$ cat src/rtl/assert_macros.svh
// ---------------------------------------------------------------------------
// Assertion macros
// Clocked concurrent assertion helpers used by the spatializer unit.
// ---------------------------------------------------------------------------
`ifndef ASSERT_MACROS_SVH
`define ASSERT_MACROS_SVH
`ifndef SYNTHESIS
`define SSP_ASSERT(name, prop, msg) \
  name: assert property (@(posedge clk_i) disable iff (!rst_ni) (prop)) else $error(msg);
`define SSP_ASSERT_NEVER(name, prop, msg) \
  name: assert property (@(posedge clk_i) disable iff (!rst_ni) !(prop)) else $error(msg);
`else
`define SSP_ASSERT(name, prop, msg)
`define SSP_ASSERT_NEVER(name, prop, msg)
`endif
`endif

$ cat src/rtl/ssp_ram.sv
`timescale 1ns / 1ps
// ---------------------------------------------------------------------------
// Generic RAM
// Single write port, single read port with registered read data.
// ---------------------------------------------------------------------------
module ssp_ram #(
  parameter int unsigned WIDTH = 8,
  parameter int unsigned DEPTH = 512
) (
  input  logic                     clk_i,
  input  logic                     we_i,
  input  logic [$clog2(DEPTH)-1:0] waddr_i,
  input  logic [WIDTH-1:0]         wdata_i,
  input  logic                     re_i,
  input  logic [$clog2(DEPTH)-1:0] raddr_i,
  output logic [WIDTH-1:0]         rdata_o
);

  logic [WIDTH-1:0] mem_q [DEPTH];
  logic [WIDTH-1:0] rdata_q;

  always_ff @(posedge clk_i) begin
    if (we_i) begin
      mem_q[waddr_i] <= wdata_i;
    end
    if (re_i) begin
      rdata_q <= mem_q[raddr_i];
    end
  end

  assign rdata_o = rdata_q;

endmodule

$ cat config.mk
export PLATFORM = sky130hd
export DESIGN_NAME = ssp_ram
export DESIGN_NICKNAME = d
export VERILOG_FILES = /design/src/rtl/assert_macros.svh /design/src/rtl/ssp_ram.sv
export SDC_FILE = /design/constraint.sdc
export NUM_CORES = 2
export LEC_CHECK = 0
export ABC_AREA = 0
export BUFFER_PORTS_ARGS = -buffer_cell sky130_fd_sc_hd__buf_2
export CAP_MARGIN = 20
export CELL_PAD_IN_SITES_DETAIL_PLACEMENT = 0
export CELL_PAD_IN_SITES_GLOBAL_PLACEMENT = 1
export CORE_MARGIN = 2
export CORE_UTILIZATION = 55
export DETAILED_ROUTE_END_ITERATION = 8
export PLACE_DENSITY_LB_ADDON = 0.1
export SYNTH_ARGS = -nofsm -noshare
export SYNTH_HDL_FRONTEND = slang
export SYNTH_SLANG_ARGS = --single-unit
export TNS_END_PERCENT = 5
$ cat constraint.sdc
create_clock -name clk_i -period 3.74 [get_ports clk_i]
set_input_delay 0.561 -clock clk_i [delete_from_list [all_inputs] [get_ports clk_i]]
set_output_delay 0.561 -clock clk_i [all_outputs]
set_load 0.03 [all_outputs]
==> flow_summary.json <==
{
  "power.total_uw": 95400,
  "multi_input_area_sq_mm": 0.0340,
  "status": "finished, final reports clean",
  "yosys-top-cells-area": "edfxtp_1, mux4_2, mux2i_1, o221ai_1, nor2_1",
  "yosysSeqAreaShare": 0.770,
  "via_count": 82900,
  "detail-route-antenna-nets": 0,
  "drt-initial-drc-count": 10400,
  "place_area_sq_mm": 0.169,
  "initial_core_util": 0.552,
  "p_per_area_mw_per_mm2": 525,
  "clock_latency_ps": 970,
  "max_freq_mhz": 316,
  "yosys-top-cells-count": "edfxtp_1, mux2i_1, mux4_2",
  "nets": 8616,
  "die_w_microns": 543,
  "crit_path_start_kind": "input pin",
  "crit_fanout": 48,
  "syn-mean-instance-area_sq_um": 19.9,
  "io-pin-count": 37,
  "antenna_found_initial": 41,
  "yosys.area.top_type": "edfxtp_1",
  "post_drt_wl_per_cell_microns": 33.1,
  "synth_ff_type": "edfxtp_1",
  "seq_area_sq_mm": 0.123,
  "fillers": 20100,
  "grt-ovfl-total": 0,
  "relSlewSlack": 0.173,
  "synthArstFlopShare": 0,
  "grt_pass1_wl_microns": 605000,
  "io_buffers": 36,
  "cts_buffer_depth": 4,
  "wl_microns": 425000,
  "synth_cell_types": 50,
  "period_needed_ps": 3170,
  "worst_setup_path_end_kind": "flip-flop",
  "rsz0062_at_grt": "false",
  "netlist_instances": 8030,
  "final_cell_area_sq_mm": 0.182,
  "cts_root_buffer": "clkbuf_16",
  "grt_max_degree": 150,
  "yosys.area.top_type_share": 0.770,
  "syn_to_final_growth_pct": 13.6,
  "globalplace.congestion": 0.893,
  "total_leakage_power_uw": 0.0584,
  "ys_ff_latch": 4104,
  "critPathKind": "in -> reg",
  "firstDrtPassIters": 5,
  "irDropWorstVdd_uv": 445,
  "fp.dieH_microns": 543,
  "cts_setup_buffers": 0,
  "cts_tree": "done",
  "worst_slew_pin_slew_ps": 1240,
  "dp_hpwl_microns": 268000,
  "post-route-period-util": 0.847,
  "hp-class": "in -> reg",
  "rows": 198,
  "drv_slew": 0,
  "setup_viol": 0,
  "grt_pass1_vias": 82100,
  "clkSinkCount": 4104,
  "core_region_area_sq_mm": 0.290,
  "cp_data_required_time_ps": 4440,
  "path_clk_slew_ps": 60,
  "drc_errors": 0,
  "yosysWarnings": 0,
  "maxCapViolCount": 0,
  "cp.arrival_ps": 3860,
  "drive_gt1_frac": 0.214,
  "synth-edff-count": 4104,
  "syn_area_sq_mm": 0.160,
  "finalHoldViolCount": 0,
  "synthesis.nets": 8059,
  "cts_made_buffers": 411,
  "dieArea_sq_mm": 0.295,
  "htree_levels": 5,
  "finalClockSkew_ps": 44.5,
  "viasPerCell": 6.46,
  "grt_usage": 0.288,
  "yosysMostFrequentCell": "edfxtp_1"
}
-- cell usage in the layout (no fill, tap or decap), drive strengths merged, types with 7 or more instances in the layout --
master	instances
a22oi	61
clkbuf	501
edfxtp	4104
nand4	32
and2	20
inv	12
mux2i	797
nand2	111
o31ai	13
a211oi	17
clkinv	192
bufinv	28
o22ai	163
nand3	36
clkinvlp	17
o21ai	119
o221ai	372
diode	14
o41ai	7
mux4	654
nor4	36
nor3b	8
nor3	109
buf	656
nor2	597
o2111a	8
a21oi	194
-- worst max-delay path: stages --
cell and delay, ps:
buf_8 160, or2_4 180, buf_12 260, buf_12 210, buf_4 500, o221ai_1 320, o22ai_1 360, a22oi_1 140
nand4_1 240, nand2_1 320, buf_4 250, o2111a_1 250
-- state kept, by name, summed over array words and instances, names as in the netlist --
signal,flops
mem_q,4096
rdata_o,8
-- power by group --
group | total, uW | switching (uW) | internal, uW
combinational | 4970 | 3260 | 1710
sequential | 50700 | 46.1 | 50700
clock | 39700 | 17300 | 22400
total | 95400 | 20700 | 74700
-- stage by stage --
step	TNS [ps]	hold slack (ps)	std cells	setup slack [ps]	util
6_report	0	68.8	12800	574	0.627
5_1_grt	0	52.2	12800	536	0.626
4_1_cts	0	0.436	12800	669	0.626
3_5_place_dp	-1740	892	12100	-319	0.582
3_3_place_gp	-2130	883	12100	-344	0.582
2_1_floorplan	0	660	8030	1070	-
-- layout make-up --
type | instances | share of cell area
inverter | 3 | 0.000103
tap | 3900 | 0.0268
clock inverter | 246 | 0.0120
timing repair buffer | 657 | 0.0367
antenna | 14 | 0.000193
clock buffer | 501 | 0.0590
multi-input combinational | 3410 | 0.187
sequential | 4104 | 0.678
-- final timing paths --
kind	from	cells after the start	end	slack (ps)
worst max-delay path	raddr_i[1]	12	rdata_o[3]	570
worst min-delay path	wdata_i[6]	1	mem_q[386][6]	70
worst max register to register	mem_q[444][4]	7	rdata_o[4]	650
worst min register to register	mem_q[298][2]	6	rdata_o[2]	1240
-- logic make-up (layout without fill, tap and decap cells) --
group	count (synthesis)	count (layout)	synth area share
simple gates	980	980	0.0263
flops	4104	4104	0.770
buf+inv	516	1407	0.0185
compound gates	979	979	0.0431
other cells	0	14	0
mux	1451	1451	0.142
-- layer usage --
metal / GRT usage / vias up / routed length [microns]
met1: 0.420 / 44000 / 175000
met3: 0.0405 / 653 / 33500
li1: - / 34600 / -
met5: 0 / - / 28
met4: 0.0851 / 6 / 13000
met2: 0.458 / 3683 / 204000
-- repair_timing --
action                    in CTS  in global routing
hold endpoints to repair      12                  0
resized for setup              0                  0
hold buffers                   1                  0
Note: power is estimated with default switching activity, not from simulation.
