[src/rtl/assert_macros.svh]
// ---------------------------------------------------------------------------
// Assertion macros
// Clocked concurrent assertion helpers used by the spatializer unit.
// ---------------------------------------------------------------------------
`ifndef ASSERT_MACROS_SVH
`define ASSERT_MACROS_SVH
`ifndef SYNTHESIS
`define SSP_ASSERT(name, prop, msg) \
  name: assert property (@(posedge clk_i) disable iff (!rst_ni) (prop)) else $error(msg);
`define SSP_ASSERT_NEVER(name, prop, msg) \
  name: assert property (@(posedge clk_i) disable iff (!rst_ni) !(prop)) else $error(msg);
`else
`define SSP_ASSERT(name, prop, msg)
`define SSP_ASSERT_NEVER(name, prop, msg)
`endif
`endif

[src/rtl/ssp_pkg.sv]
`timescale 1ns / 1ps
// ---------------------------------------------------------------------------
// Stereo spatializer package
// Widths, item types and register codes shared by the spatializer modules.
// ---------------------------------------------------------------------------
package ssp_pkg;

  localparam int unsigned VOICES = 512;
  localparam int unsigned VA_W   = $clog2(VOICES);

  localparam int unsigned VOICE_W = 9;
  localparam int unsigned COORD_W = 24;
  localparam int unsigned REG_W   = 16;
  localparam int unsigned VOL_W   = 16;
  localparam int unsigned DM_W    = 20;
  localparam int unsigned PH_W    = 8;
  localparam int unsigned CFG_W   = 24;

  localparam int unsigned D_W     = COORD_W + 1;
  localparam int unsigned SQ_W    = 2 * D_W;
  localparam int unsigned SQR_W   = SQ_W + 1;
  localparam int unsigned LEN_W   = D_W;
  localparam int unsigned SQRT_N  = LEN_W;
  localparam int unsigned NUM_W   = D_W + REG_W + 2;
  localparam int unsigned Q_W     = 18;
  localparam int unsigned DOT_W   = Q_W + 1;
  localparam int unsigned PM_W    = LEN_W + DM_W;
  localparam int unsigned PM_SH   = 16;
  localparam int unsigned ATT_W   = 31;
  localparam int unsigned DS_W    = DOT_W + REG_W;
  localparam int unsigned S_W     = DS_W + 1;
  localparam int unsigned SPLIT   = S_W / 2;
  localparam int unsigned P_W     = ATT_W + SPLIT + 1;
  localparam int unsigned PR_W    = P_W + SPLIT;
  localparam int unsigned T_LSB   = 28;
  localparam int unsigned T_W     = 32;
  localparam int unsigned G_W     = VOL_W + T_W;
  localparam int unsigned PH_SH   = 22;
  localparam int unsigned PHW     = DS_W - PH_SH;

  localparam logic signed [ATT_W-1:0] ATT_ONE = ATT_W'(65536);
  localparam logic signed [S_W-1:0]   S_ONE   = S_W'(1) << T_LSB;
  localparam int PH_MAX = 127;
  localparam int PH_MIN = -128;

  typedef enum logic [2:0] {
    CFG_LX, CFG_LY, CFG_LZ, CFG_RX, CFG_RY, CFG_RZ, CFG_SEP, CFG_PHS
  } cfg_idx_e;

  typedef struct packed {
    logic [VOICE_W-1:0]        voice;
    logic signed [COORD_W-1:0] src_x;
    logic signed [COORD_W-1:0] src_y;
    logic signed [COORD_W-1:0] src_z;
    logic [VOL_W-1:0]          base_volume;
    logic [DM_W-1:0]           atten_rate;
    logic                      from_view;
  } ssp_in_t;

  typedef struct packed {
    logic [VOL_W-1:0]       left_gain;
    logic [VOL_W-1:0]       right_gain;
    logic signed [PH_W-1:0] phase_samples;
    logic signed [PH_W-1:0] prev_phase;
  } ssp_out_t;

  typedef struct packed {
    logic [VA_W-1:0]  addr;
    logic             ok;
    logic [VOL_W-1:0] vol;
    logic             view;
  } vinfo_t;

  typedef struct packed {
    vinfo_t                  info;
    logic [DM_W-1:0]         dm;
    logic signed [NUM_W-1:0] num;
  } sq_side_t;

  typedef struct packed {
    vinfo_t                  info;
    logic signed [ATT_W-1:0] att;
  } dv_side_t;

endpackage

[src/rtl/ssp_sqrt.sv]
`timescale 1ns / 1ps
// ---------------------------------------------------------------------------
// Pipelined integer square root
// One result bit per stage, floor of the root, side data carried along.
// ---------------------------------------------------------------------------
module ssp_sqrt (
  input  logic                     clk_i,
  input  logic                     rst_ni,
  input  logic                     en_i,
  input  logic                     valid_i,
  input  logic [ssp_pkg::SQ_W-1:0] x_i,
  input  ssp_pkg::sq_side_t        side_i,
  output logic                     valid_o,
  output logic [ssp_pkg::LEN_W-1:0] len_o,
  output ssp_pkg::sq_side_t        side_o
);
  import ssp_pkg::*;

  logic [SQ_W-1:0]  x_q    [SQRT_N];
  logic [SQR_W-1:0] r_q    [SQRT_N];
  sq_side_t         side_q [SQRT_N];
  logic             v_q    [SQRT_N];

  for (genvar k = 0; k < SQRT_N; k++) begin : g_st
    localparam logic [SQR_W-1:0] BIT = SQR_W'(1) << (2 * (SQRT_N - 1 - k));
    logic [SQ_W-1:0]  x_in;
    logic [SQR_W-1:0] r_in;
    logic [SQR_W-1:0] trial;
    sq_side_t         s_in;
    logic             v_in;

    if (k == 0) begin : g_first
      assign x_in = x_i;
      assign r_in = '0;
      assign s_in = side_i;
      assign v_in = valid_i;
    end else begin : g_next
      assign x_in = x_q[k-1];
      assign r_in = r_q[k-1];
      assign s_in = side_q[k-1];
      assign v_in = v_q[k-1];
    end

    assign trial = r_in + BIT;

    always_ff @(posedge clk_i or negedge rst_ni) begin
      if (!rst_ni) begin
        v_q[k] <= 1'b0;
      end else if (en_i) begin
        v_q[k] <= v_in;
      end
    end

    always_ff @(posedge clk_i) begin
      if (en_i) begin
        if ({1'b0, x_in} >= trial) begin
          x_q[k] <= x_in - trial[SQ_W-1:0];
          r_q[k] <= (r_in >> 1) + BIT;
        end else begin
          x_q[k] <= x_in;
          r_q[k] <= r_in >> 1;
        end
        side_q[k] <= s_in;
      end
    end
  end

  assign valid_o = v_q[SQRT_N-1];
  assign len_o   = r_q[SQRT_N-1][LEN_W-1:0];
  assign side_o  = side_q[SQRT_N-1];

endmodule

[config.mk]
export PLATFORM = sky130hd
export DESIGN_NAME = ssp_sqrt
export DESIGN_NICKNAME = d
export VERILOG_FILES = /design/src/rtl/assert_macros.svh /design/src/rtl/ssp_pkg.sv /design/src/rtl/ssp_sqrt.sv
export SDC_FILE = /design/constraint.sdc
export NUM_CORES = 2
export LEC_CHECK = 0
export ABC_AREA = 1
export BUFFER_PORTS_ARGS = -buffer_cell sky130_fd_sc_hd__clkbuf_2
export CORE_AREA = 2 2 1010 609
export DETAILED_ROUTE_END_ITERATION = 10
export DIE_AREA = 0 0 1012 611
export PLACE_DENSITY = 0.4
export SLEW_MARGIN = 10
export SYNTH_ARGS = -nofsm -noshare
export SYNTH_HDL_FRONTEND = slang
export SYNTH_MEMORY_MAX_BITS = 65536
export SYNTH_SLANG_ARGS = --single-unit
[constraint.sdc]
create_clock -name clk_i -period 2.5 [get_ports clk_i]
set_input_delay 0.5 -clock clk_i [delete_from_list [all_inputs] [get_ports clk_i]]
set_output_delay 0.5 -clock clk_i [all_outputs]
set_load 0.03 [all_outputs]
==> summary.md <==
| Metric | Value |
|---|---|
| Final core occ | `33.7%` |
| Global route overflow | `0` |
| Power per cell area | `827 mW/mm^2` |
| Cell Chain, Critical Path | `ha_4 -> buf_6 -> nand2_2 -> nand2_2 -> nand2_1 -> nand2_2 -> inv_2 -> nand3_2 -> buf_12 -> nand2_4 -> inv_2 -> nor2_4 -> nand2_8 -> clkinv_8 -> buf_12 -> nand2_4 -> nand2_2 -> inv_2` |
| Syn Nets | `13639` |
| CP Data Required Time | `3.18 ns` |
| Synth area leader | `edfxtp_1` |
| Fin crit share | `102%` |
| Number of antenna violations at the first check in global routing | `24` |
| Worst reg2reg path startpoint | `x_q[4][116]` |
| Antenna Violating Nets Remaining | `0` |
| Max cap viols | `0` |
| Setup ws final | `-0.0437 ns` |
| Placed Area | `0.182 sq mm` |
| Clock period minus worst slack | `2.54 ns` |
| DIE WIDTH | `1.01 mm` |
| Reg2Reg Setup Slack | `-0.04 ns` |
| # IOs | `260` |
| Area Overhead vs Synth | `29.8%` |
| Root buf cell | `clkbuf_16` |
| VDD IR max | `0.611 mV` |
| Post-synth EDFFs | `3775` |
| Most common cell on crit path | `nand2_2` |
| YS warnings | `0` |
| #FFs+latches synth | `3800` |
| Deepest clock path buffer count | `4` |
| Worst R2R End | `x_q[4][160]` |
| Vias in the first global route | `96323` |
| Leakage | `82.1 nW` |
| Final Setup Violations | `17` |
| Post-DP HPWL | `357 mm` |
| WL/cell | `19.4 microns` |
| Synth top area cells | `edfxtp_1 (72%), nand2_1 (8.0%), inv_1 (4.5%), nor2_1 (3.0%), ha_1 (2.7%)` |
| Via count | `102931` |
| Crit end category | `flip-flop` |
| Fillers | `61033` |
| Top-area cell type share of the netlist area | `71.7%` |
| Starting Density | `26.0%` |
| RSZ-0062 raised after global routing | `yes` |
| Syn Inst Count | `13148` |
| Critical Path AT | `3.22 ns` |
| Layout Nets | `16319` |
| Initial DRC count | `10960` |
| Synth cell count leaders | `edfxtp_1 (3775), nand2_1 (3389), inv_1 (1913)` |
| Most numerous cell in the Yosys netlist | `edfxtp_1` |
| Syn Area/Cell | `12.0 sq um` |
| Vias per cell | `4.25` |
| Slew @ Worst Pin | `1.04 ns` |
| Netlist Area Pre-Place | `0.158 sq mm` |
| Worst skew pair latency | `0.95 ns` |
| TritonCTS Buffers | `378` |
| Largest net degree at the start of global routing | `182` |
| Post-synthesis sequential area ratio | `72.1%` |
| Final hold viol count | `0` |
| First-pass GRT wire length | `669 mm` |
| Die ar. | `0.618 sq mm` |
| Total Power | `0.170 W` |
| Layout cells sized above 1 | `25.6%` |
| GPL Wtd Cong | `0.932` |
| Top_reg_cell synth | `edfxtp_1` |
| Hold crit path type | `input port to flip-flop` |
| Clock slew at reported path FFs | `0.06 ns` |
| Max Fanout on Critical Path | `5` |
| Clock skew | `0.0668 ns` |
| Max-slew violations | `0` |
| Drt total wl | `470 mm` |
| Ys async rst share | `0.658%` |
| Slew HR | `30.6%` |
| # rows | `222` |
| Max Clk Rate | `393 MHz` |
| FF-to-FF path depth | `18` |
| Clock Sinks | `3800` |
| Worst Setup Start Kind | `flip-flop` |
| Slowest-stage cell, CP | `edfxtp_1` |
| CTS tree | `built` |
| Worst Min Path Start | `en_i` |
| Initial DRT Pass Iterations | `6` |
| Core area | `0.608 sq mm` |
| Failing checks | `negative setup slack` |
| TNS Setup | `-0.204 ns` |
| Tot GR Track Use | `14.6%` |
| Die height | `611 microns` |
| Slowest stage delay, CP | `0.52 ns` |
| Hold path endpoint | `side_q[0][43]` |
| H-tree Lvls | `5` |
| Crit Path Category | `flip-flop to flip-flop` |
| Post-route DRC | `0` |
| I/O Buffers | `259` |
| Final hold slack | `0.146 ns` |
| Finished Cell Area | `0.205 sq mm` |
| Synth cell types | `59` |
| Status | `finished with violations` |
| Worst hold stages | `2` |
==> through the flow <==
stage | setup WS (ns) | std cells
final | -0.0437 | 24203
after global routing | -0.0785 | 24200
after CTS | -0.0819 | 23979
after detailed placement | -0.610 | 23047
after global placement | -0.679 | 23047
after floorplan | 0.182 | 13148
==> registers in the layout, indices dropped and copies added, names as in the netlist <==
register / count
g_st.v_in: 24
r_q: 325
side_q: 2250
valid_o: 1
x_q: 1200
==> report_power, final <==
part	switching (W)	total [W]	leakage [nW]	internal [W]
Combinational	0.0190	0.0320	39.2	0.0130
Sequential	0.00363	0.0800	37.0	0.0764
Clock	0.0255	0.0575	5.96	0.0321
==> worst max-delay path: cells and delay by family, from the launching register on <==
family	cells	cell delay [ns]
adders and majority gates	1	0.31
DFF	1	0.52
and+or+nand+nor	10	0.76
buffers and inverters	7	0.66
==> how the worst max path moves through the flow <==
stage	slack, ns	start	depth (start not counted)	end
floorplan	0.18	en_i	3	r_q[1][16]
global placement	-0.68	r_q[1][180]	13	x_q[5][32]
detailed placement	-0.61	r_q[1][180]	13	x_q[5][32]
CTS	-0.08	x_q[4][120]	15	x_q[4][166]
global route	-0.08	x_q[4][116]	18	x_q[4][160]
finish	-0.04	x_q[4][116]	18	x_q[4][160]
==> cell type report <==
cell class                      instances  area (sq um)  area share [%]
Clock inverter                        227          2520            1.23
Inverter                             1937          7350            3.58
Timing Repair Buffer                 2399         19400            9.47
Sequential cell                      3800        114000            55.5
Multi-Input combinational cell       7312         42000            20.4
Antenna cell                            4          10.0         0.00488
Clock buffer                          460          9860            4.80
Tap cell                             8064         10100            4.92
==> logic make-up (layout without fill, tap and decap cells) <==
| logic type | count (synthesis) | count (layout) | synth area share (%) |
|---|---|---|---|
| and+or+nand+nor | 5945 | 5948 | 15.9 |
| DFF | 3800 | 3800 | 72.1 |
| buffers and inverters | 2039 | 5023 | 5.05 |
| other | 0 | 4 | 0 |
| AOI/OAI and AO/OA | 701 | 701 | 2.47 |
| adders and majority gates | 347 | 347 | 2.75 |
| xor gates and xnor gates | 316 | 316 | 1.75 |
==> per-layer routing <==
metal  wire length (microns)  up-vias  track usage, %
li1                        -    49868               -
met1                  260000    49753            25.5
met2                  161000     2851            17.2
met3                   42600      457            3.88
met4                    6970        2            2.16
met5                      12        -               0
==> layout by cell type (no fill, tap or decap), drive strengths merged, types with 163 or more instances in the layout <==
cell type	instances
o21ai	330
clkbuf	733
nand4	273
nand2	3426
nand3	583
nor2	1316
nor3	165
clkinv	163
edfxtp	3775
a21oi	313
ha	347
xor2	167
buf	1982
inv	1944
==> repair_timing <==
action | 4_1_cts | 5_1_grt
resized for setup | 361 | 1130
hold buffers | 144 | 0
hold endpoints to repair | 167 | 0
pin swaps | 52 | 199
setup buffers | 98 | 203
cloned | 4 | 18
endpoints found under the setup margin | 408 | 522
No activity file was read; power rests on OpenSTA's default activity.
