===== src/rtl/assert_macros.svh =====
// ---------------------------------------------------------------------------
// Assertion macros
// Clocked concurrent assertion helpers used by the spatializer unit.
// ---------------------------------------------------------------------------
`ifndef ASSERT_MACROS_SVH
`define ASSERT_MACROS_SVH
`ifndef SYNTHESIS
`define SSP_ASSERT(name, prop, msg) \
  name: assert property (@(posedge clk_i) disable iff (!rst_ni) (prop)) else $error(msg);
`define SSP_ASSERT_NEVER(name, prop, msg) \
  name: assert property (@(posedge clk_i) disable iff (!rst_ni) !(prop)) else $error(msg);
`else
`define SSP_ASSERT(name, prop, msg)
`define SSP_ASSERT_NEVER(name, prop, msg)
`endif
`endif


===== src/rtl/ssp_pkg.sv =====
`timescale 1ns / 1ps
// ---------------------------------------------------------------------------
// Stereo spatializer package
// Widths, item types and register codes shared by the spatializer modules.
// ---------------------------------------------------------------------------
package ssp_pkg;

  localparam int unsigned VOICES = 512;
  localparam int unsigned VA_W   = $clog2(VOICES);

  localparam int unsigned VOICE_W = 9;
  localparam int unsigned COORD_W = 24;
  localparam int unsigned REG_W   = 16;
  localparam int unsigned VOL_W   = 16;
  localparam int unsigned DM_W    = 20;
  localparam int unsigned PH_W    = 8;
  localparam int unsigned CFG_W   = 24;

  localparam int unsigned D_W     = COORD_W + 1;
  localparam int unsigned SQ_W    = 2 * D_W;
  localparam int unsigned SQR_W   = SQ_W + 1;
  localparam int unsigned LEN_W   = D_W;
  localparam int unsigned SQRT_N  = LEN_W;
  localparam int unsigned NUM_W   = D_W + REG_W + 2;
  localparam int unsigned Q_W     = 18;
  localparam int unsigned DOT_W   = Q_W + 1;
  localparam int unsigned PM_W    = LEN_W + DM_W;
  localparam int unsigned PM_SH   = 16;
  localparam int unsigned ATT_W   = 31;
  localparam int unsigned DS_W    = DOT_W + REG_W;
  localparam int unsigned S_W     = DS_W + 1;
  localparam int unsigned SPLIT   = S_W / 2;
  localparam int unsigned P_W     = ATT_W + SPLIT + 1;
  localparam int unsigned PR_W    = P_W + SPLIT;
  localparam int unsigned T_LSB   = 28;
  localparam int unsigned T_W     = 32;
  localparam int unsigned G_W     = VOL_W + T_W;
  localparam int unsigned PH_SH   = 22;
  localparam int unsigned PHW     = DS_W - PH_SH;

  localparam logic signed [ATT_W-1:0] ATT_ONE = ATT_W'(65536);
  localparam logic signed [S_W-1:0]   S_ONE   = S_W'(1) << T_LSB;
  localparam int PH_MAX = 127;
  localparam int PH_MIN = -128;

  typedef enum logic [2:0] {
    CFG_LX, CFG_LY, CFG_LZ, CFG_RX, CFG_RY, CFG_RZ, CFG_SEP, CFG_PHS
  } cfg_idx_e;

  typedef struct packed {
    logic [VOICE_W-1:0]        voice;
    logic signed [COORD_W-1:0] src_x;
    logic signed [COORD_W-1:0] src_y;
    logic signed [COORD_W-1:0] src_z;
    logic [VOL_W-1:0]          base_volume;
    logic [DM_W-1:0]           atten_rate;
    logic                      from_view;
  } ssp_in_t;

  typedef struct packed {
    logic [VOL_W-1:0]       left_gain;
    logic [VOL_W-1:0]       right_gain;
    logic signed [PH_W-1:0] phase_samples;
    logic signed [PH_W-1:0] prev_phase;
  } ssp_out_t;

  typedef struct packed {
    logic [VA_W-1:0]  addr;
    logic             ok;
    logic [VOL_W-1:0] vol;
    logic             view;
  } vinfo_t;

  typedef struct packed {
    vinfo_t                  info;
    logic [DM_W-1:0]         dm;
    logic signed [NUM_W-1:0] num;
  } sq_side_t;

  typedef struct packed {
    vinfo_t                  info;
    logic signed [ATT_W-1:0] att;
  } dv_side_t;

endpackage


===== src/rtl/ssp_div.sv =====
`timescale 1ns / 1ps
// ---------------------------------------------------------------------------
// Pipelined signed divider
// Magnitude stage, then one restoring quotient bit per stage; the quotient
// is truncated toward zero and forced to zero for a zero divisor.
// ---------------------------------------------------------------------------
module ssp_div (
  input  logic                             clk_i,
  input  logic                             rst_ni,
  input  logic                             en_i,
  input  logic                             valid_i,
  input  logic signed [ssp_pkg::NUM_W-1:0] num_i,
  input  logic [ssp_pkg::LEN_W-1:0]        len_i,
  input  ssp_pkg::dv_side_t                side_i,
  output logic                             valid_o,
  output logic signed [ssp_pkg::DOT_W-1:0] dot_o,
  output ssp_pkg::dv_side_t                side_o
);
  import ssp_pkg::*;

  logic [NUM_W-1:0] a_mag_q;
  logic [LEN_W-1:0] a_len_q;
  logic             a_neg_q;
  dv_side_t         a_side_q;
  logic             a_v_q;

  logic [NUM_W-1:0] rem_q  [Q_W];
  logic [Q_W-1:0]   quo_q  [Q_W];
  logic [LEN_W-1:0] len_q  [Q_W];
  logic             neg_q  [Q_W];
  dv_side_t         side_q [Q_W];
  logic             v_q    [Q_W];

  logic signed [DOT_W-1:0] qs;

  always_ff @(posedge clk_i or negedge rst_ni) begin
    if (!rst_ni) begin
      a_v_q <= 1'b0;
    end else if (en_i) begin
      a_v_q <= valid_i;
    end
  end

  always_ff @(posedge clk_i) begin
    if (en_i) begin
      a_mag_q  <= num_i[NUM_W-1] ? $unsigned(-num_i) : $unsigned(num_i);
      a_neg_q  <= num_i[NUM_W-1];
      a_len_q  <= len_i;
      a_side_q <= side_i;
    end
  end

  for (genvar k = 0; k < Q_W; k++) begin : g_st
    localparam int unsigned SH = Q_W - 1 - k;
    logic [NUM_W-1:0] r_in;
    logic [NUM_W-1:0] dsh;
    logic [Q_W-1:0]   q_in;
    logic [LEN_W-1:0] l_in;
    logic             n_in;
    dv_side_t         s_in;
    logic             v_in;

    if (k == 0) begin : g_first
      assign r_in = a_mag_q;
      assign q_in = '0;
      assign l_in = a_len_q;
      assign n_in = a_neg_q;
      assign s_in = a_side_q;
      assign v_in = a_v_q;
    end else begin : g_next
      assign r_in = rem_q[k-1];
      assign q_in = quo_q[k-1];
      assign l_in = len_q[k-1];
      assign n_in = neg_q[k-1];
      assign s_in = side_q[k-1];
      assign v_in = v_q[k-1];
    end

    assign dsh = NUM_W'(l_in) << SH;

    always_ff @(posedge clk_i or negedge rst_ni) begin
      if (!rst_ni) begin
        v_q[k] <= 1'b0;
      end else if (en_i) begin
        v_q[k] <= v_in;
      end
    end

    always_ff @(posedge clk_i) begin
      if (en_i) begin
        if (r_in >= dsh) begin
          rem_q[k] <= r_in - dsh;
          quo_q[k] <= q_in | (Q_W'(1) << SH);
        end else begin
          rem_q[k] <= r_in;
          quo_q[k] <= q_in;
        end
        len_q[k]  <= l_in;
        neg_q[k]  <= n_in;
        side_q[k] <= s_in;
      end
    end
  end

  assign qs      = $signed({1'b0, quo_q[Q_W-1]});
  assign dot_o   = (len_q[Q_W-1] == '0) ? '0 : (neg_q[Q_W-1] ? -qs : qs);
  assign valid_o = v_q[Q_W-1];
  assign side_o  = side_q[Q_W-1];

endmodule


===== config.mk =====
export PLATFORM = sky130hd
export DESIGN_NAME = ssp_div
export DESIGN_NICKNAME = d
export VERILOG_FILES = /design/src/rtl/assert_macros.svh /design/src/rtl/ssp_pkg.sv /design/src/rtl/ssp_div.sv
export SDC_FILE = /design/constraint.sdc
export NUM_CORES = 2
export LEC_CHECK = 0
export BUFFER_PORTS_ARGS = -buffer_cell sky130_fd_sc_hd__buf_2
export CAP_MARGIN = 0
export CORE_UTILIZATION = 29
export CTS_CLUSTER_SIZE = 16
export DETAILED_ROUTE_END_ITERATION = 7
export SYNTH_ARGS = -nofsm -noshare
export SYNTH_HDL_FRONTEND = slang
export SYNTH_SLANG_ARGS = --single-unit

===== constraint.sdc =====
create_clock -name clk_i -period 7.44 [get_ports clk_i]
set_input_delay 2.232 -clock clk_i [delete_from_list [all_inputs] [get_ports clk_i]]
set_output_delay 2.232 -clock clk_i [all_outputs]
set_load 0.05 [all_outputs]

==> run_summary.xml <==
<?xml version="1.0" encoding="UTF-8"?>
<metrics>
  <group name="drt">
    <metric name="routed_wirelength" unit="um">228000</metric>
    <metric name="drc" unit="">0</metric>
    <metric name="drt_iter0_markers" unit="">3707</metric>
    <metric name="detail_route.first_pass.iterations" unit="">8</metric>
    <metric name="num_vias" unit="">60847</metric>
    <metric name="post_drt_wl_per_cell" unit="um">16.9</metric>
    <metric name="antenna_violating_nets_post_route" unit="">0</metric>
    <metric name="drt-vias-per-instance" unit="">4.52</metric>
  </group>
  <group name="logic_synthesis">
    <metric name="number_of_enable_type_register_cells_in_the_synthesized_netlist" unit="">2541</metric>
    <metric name="synth_compound_area_share" unit="%">9.16</metric>
    <metric name="post_synth_fa_ha_maj_area_fraction" unit="%">5.44</metric>
    <metric name="postSynth.topFlopCell" unit="">edfxtp_1</metric>
    <metric name="netlist.top_cell.by_area" unit="">edfxtp_1</metric>
    <metric name="synthesis_warning_total" unit="">0</metric>
    <metric name="post_synth_xor_area_fraction" unit="%">4.40</metric>
    <metric name="synthMuxAreaShare" unit="%">0.689</metric>
    <metric name="ys_top_cells_by_area" unit="">edfxtp_1 (69%), ha_1 (5.1%), o21ai_0 (2.5%)</metric>
    <metric name="synth.net_count" unit="">8436</metric>
    <metric name="async_reset_ff_share" unit="%">0.742</metric>
    <metric name="ys_seq_elements" unit="">2560</metric>
    <metric name="ys_seq_area_share" unit="%">69.7</metric>
    <metric name="synth_area" unit="um^2">110000</metric>
    <metric name="yosysTopAreaCellShare" unit="%">69.3</metric>
    <metric name="post_synth_and_or_nand_nor_area_fraction" unit="%">8.01</metric>
    <metric name="post_synth_inst_count" unit="">7837</metric>
    <metric name="post_synth.cell_area_avg" unit="um^2">14.1</metric>
    <metric name="synth_top_family_by_area" unit="">compound AO/OA/AOI/OAI gates</metric>
    <metric name="yosysUniqueCellTypes" unit="">90</metric>
  </group>
  <group name="clock_network">
    <metric name="worst_skew_late_latency" unit="ns">0.91</metric>
    <metric name="h-tree-depth" unit="">5</metric>
    <metric name="postCtsSetupBuffers" unit="">0</metric>
    <metric name="cts-buffers-inserted" unit="">292</metric>
    <metric name="cts_repair_resize_count" unit="">0</metric>
    <metric name="clk_pin_slew" unit="ns">0.06</metric>
    <metric name="clock_sinks" unit="">2560</metric>
    <metric name="clk_path_buf_depth" unit="">4</metric>
    <metric name="cts.root.buffer_cell" unit="">clkbuf_16</metric>
    <metric name="clock_tree_from_tritoncts" unit="">done</metric>
    <metric name="hold_buffers" unit="">0</metric>
  </group>
  <group name="global_route">
    <metric name="antenna_found_initial" unit="">5</metric>
    <metric name="largest_net_degree_at_the_start_of_global_routing" unit="">194</metric>
    <metric name="grt_overflow" unit="">0</metric>
    <metric name="grt_pass1_wl" unit="um">349000</metric>
    <metric name="overall_track_demand_over_capacity_in_global_routing" unit="%">11.5</metric>
    <metric name="grt_pass1_vias" unit="">62051</metric>
  </group>
  <group name="floorplan">
    <metric name="fp.dieH" unit="um">618</metric>
    <metric name="fp.dieW" unit="um">618</metric>
    <metric name="number_of_placed_i_o_pins" unit="">208</metric>
    <metric name="dieArea" unit="um^2">382000</metric>
    <metric name="initial_utilization" unit="%">29.2</metric>
    <metric name="rows" unit="">225</metric>
    <metric name="design.core.area" unit="um^2">377000</metric>
  </group>
  <group name="cells_and_area">
    <metric name="final_layout_size_suffix_gt1_share" unit="%">9.68</metric>
    <metric name="post-route-cell-area" unit="um^2">127000</metric>
    <metric name="layout.core_utilization" unit="%">33.7</metric>
    <metric name="final_cells" unit="">13458</metric>
    <metric name="final_nets" unit="">8829</metric>
    <metric name="layout-area-overhead-vs-synth" unit="%">15.4</metric>
  </group>
  <group name="sta">
    <metric name="period_needed" unit="ns">5.63</metric>
    <metric name="max_freq" unit="MHz">178</metric>
    <metric name="report.final.hold_viol_count" unit="">0</metric>
    <metric name="timing.clock.skew" unit="ns">0.0798</metric>
    <metric name="timing.final.crit_share" unit="%">75.7</metric>
    <metric name="slew_viol_final" unit="">0</metric>
    <metric name="final-setup-viol-count" unit="">0</metric>
    <metric name="worstMarginPinSlew" unit="ns">1.21</metric>
    <metric name="grt_setup_unrepaired" unit="">no</metric>
    <metric name="max-slew-margin-rel" unit="%">19.3</metric>
    <metric name="final.setup.tns" unit="ns">0</metric>
  </group>
  <group name="place">
    <metric name="globalplace.congestion" unit="">0.930</metric>
    <metric name="buffer_ports.inserted" unit="">207</metric>
    <metric name="placed_area" unit="um^2">117000</metric>
    <metric name="numPlacedInstances" unit="">12930</metric>
    <metric name="place_hpwl" unit="um">166000</metric>
  </group>
  <group name="worst_setup_path">
    <metric name="critical_path.startpoint_type" unit="">flop</metric>
    <metric name="critical-path-slowest-cell" unit="">or4_1</metric>
    <metric name="cp-end-kind" unit="">output port</metric>
    <metric name="wp_data_arrival" unit="ns">3.40</metric>
    <metric name="cp_common_cell" unit="">or3_1</metric>
    <metric name="worstSetupPathType" unit="">flop to output port</metric>
    <metric name="cp_max_fo" unit="">4</metric>
    <metric name="path_cells" unit="">or4_1, or3_1, or3_1, o31ai_1, xor2_1, nor2_1, buf_2</metric>
    <metric name="crit_path_max_incr_delay" unit="ns">0.56</metric>
    <metric name="worstPathRequired" unit="ns">5.21</metric>
  </group>
  <group name="power_and_ir_drop">
    <metric name="leakage" unit="uW">0.0462</metric>
    <metric name="p_per_area" unit="nW/um^2">363</metric>
    <metric name="vdd_drop_max" unit="mV">0.186</metric>
  </group>
  <group name="worst_hold_path">
    <metric name="hp-class" unit="">flop to flop</metric>
  </group>
  <group name="run_status">
    <metric name="outcome" unit="">finished, final reports clean</metric>
  </group>
  <group name="job">
    <metric name="drv.max_cap_violation_count" unit="">0</metric>
  </group>
</metrics>
## cell usage after synthesis, drive strengths merged (40+ instances only)
cell    number
a211oi      46
a21o       208
a21oi      419
and3        44
clkbuf     154
edfxtp    2541
ha         452
inv        584
mux2        63
nand2      631
nand2b      71
nand3       98
nand4       84
nor2       339
nor2b       64
nor3       136
nor4        78
o21a        49
o21ai      559
o21bai      55
o31ai       52
or3         65
or4         40
xnor2      302
xor2       252
## per-stage QoR
step           hold slack (ns)  setup slack [ns]  total power [uW]
5_1_grt                  0.387              1.58             48600
3_3_place_gp             0.400              1.86             31900
4_1_cts                  0.385              1.69             46700
3_5_place_dp             0.405              1.83             32100
2_1_floorplan            0.400              2.47             28400
6_report                 0.394              1.81             46100
## report_power, final
group / leakage, uW / total (uW) / switching (uW) / internal, uW
Combinational: 0.0166 / 11700 / 6900 / 4760
Clock: 0.00466 / 14300 / 5860 / 8420
Sequential: 0.0249 / 20200 / 1390 / 18800
Total: 0.0462 / 46100 / 14100 / 31900
## final timing paths
path,start,to,slack (ns),cells after the start
worst max-delay path,quo_q[8][23],dot_o[14],1.81,7
worst min-delay path,side_q[8][17],side_q[9][17],0.39,0
worst max register to register,rem_q[13][3],rem_q[14][38],2.37,14
worst min register to register,side_q[8][17],side_q[9][17],0.39,0
max in group asynchronous,rst_ni,g_st[12].v_in,5.88,1
min in group asynchronous,rst_ni,g_st[7].v_in,1.27,1
## logic make-up (layout without fill, tap and decap cells)
family	count (synthesis)	count (layout)
buf+inv	756	1381
compound gates	1639	1639
xor+xnor	554	554
mux	68	68
fa+ha+maj	469	469
simple gates	1791	1791
other cells	0	2
flops	2560	2560
## cell usage in the layout, fill, tap and decap left out, types with 84 or more instances in the layout
cell | netlist | final
xnor2_1 | 302 | 302
a21o_1 | 208 | 208
nand3_1 | 98 | 98
a21oi_1 | 418 | 418
inv_1 | 583 | 583
xor2_1 | 252 | 252
nor3_1 | 134 | 133
nand2_1 | 631 | 631
edfxtp_1 | 2541 | 2541
clkbuf_16 | 0 | 293
ha_1 | 452 | 452
o21ai_0 | 553 | 552
nand4_1 | 84 | 84
buf_2 | 6 | 206
nor2_1 | 339 | 337
## registers in the layout, indices dropped and copies added (netlist names), 17 cells and up
name,flops
a_mag_q,43
neg_q,18
a_len_q,25
len_q,450
quo_q,171
side_q,1044
a_side_q,58
rem_q,731
g_st.v_in,17
## per-layer routing
metal  share of wire (%)  track usage [%]
met2                  52             21.5
met5                   0                0
met3                 3.4             1.80
met4                 5.3             5.99
met1                  39             12.5
## critical path: cells and delay by family, from the launching register on
kind | cells | cell delay (ns)
flops | 1 | 0.42
xor+xnor | 1 | 0.11
buf+inv | 1 | 0.27
compound gates | 1 | 0.25
simple gates | 4 | 1.45
## final cells by class
cell class | instances | area, um^2
well taps | 4994 | 6250
clock inverters | 175 | 2090
multi-input cells | 4521 | 30600
repair buffers | 270 | 1660
inverters | 585 | 2200
flip-flops and latches | 2560 | 76800
clock buffers | 351 | 7550
diodes | 2 | 5.00
fillers | 36241 | 250000
Power figures use the tool's default switching activity.
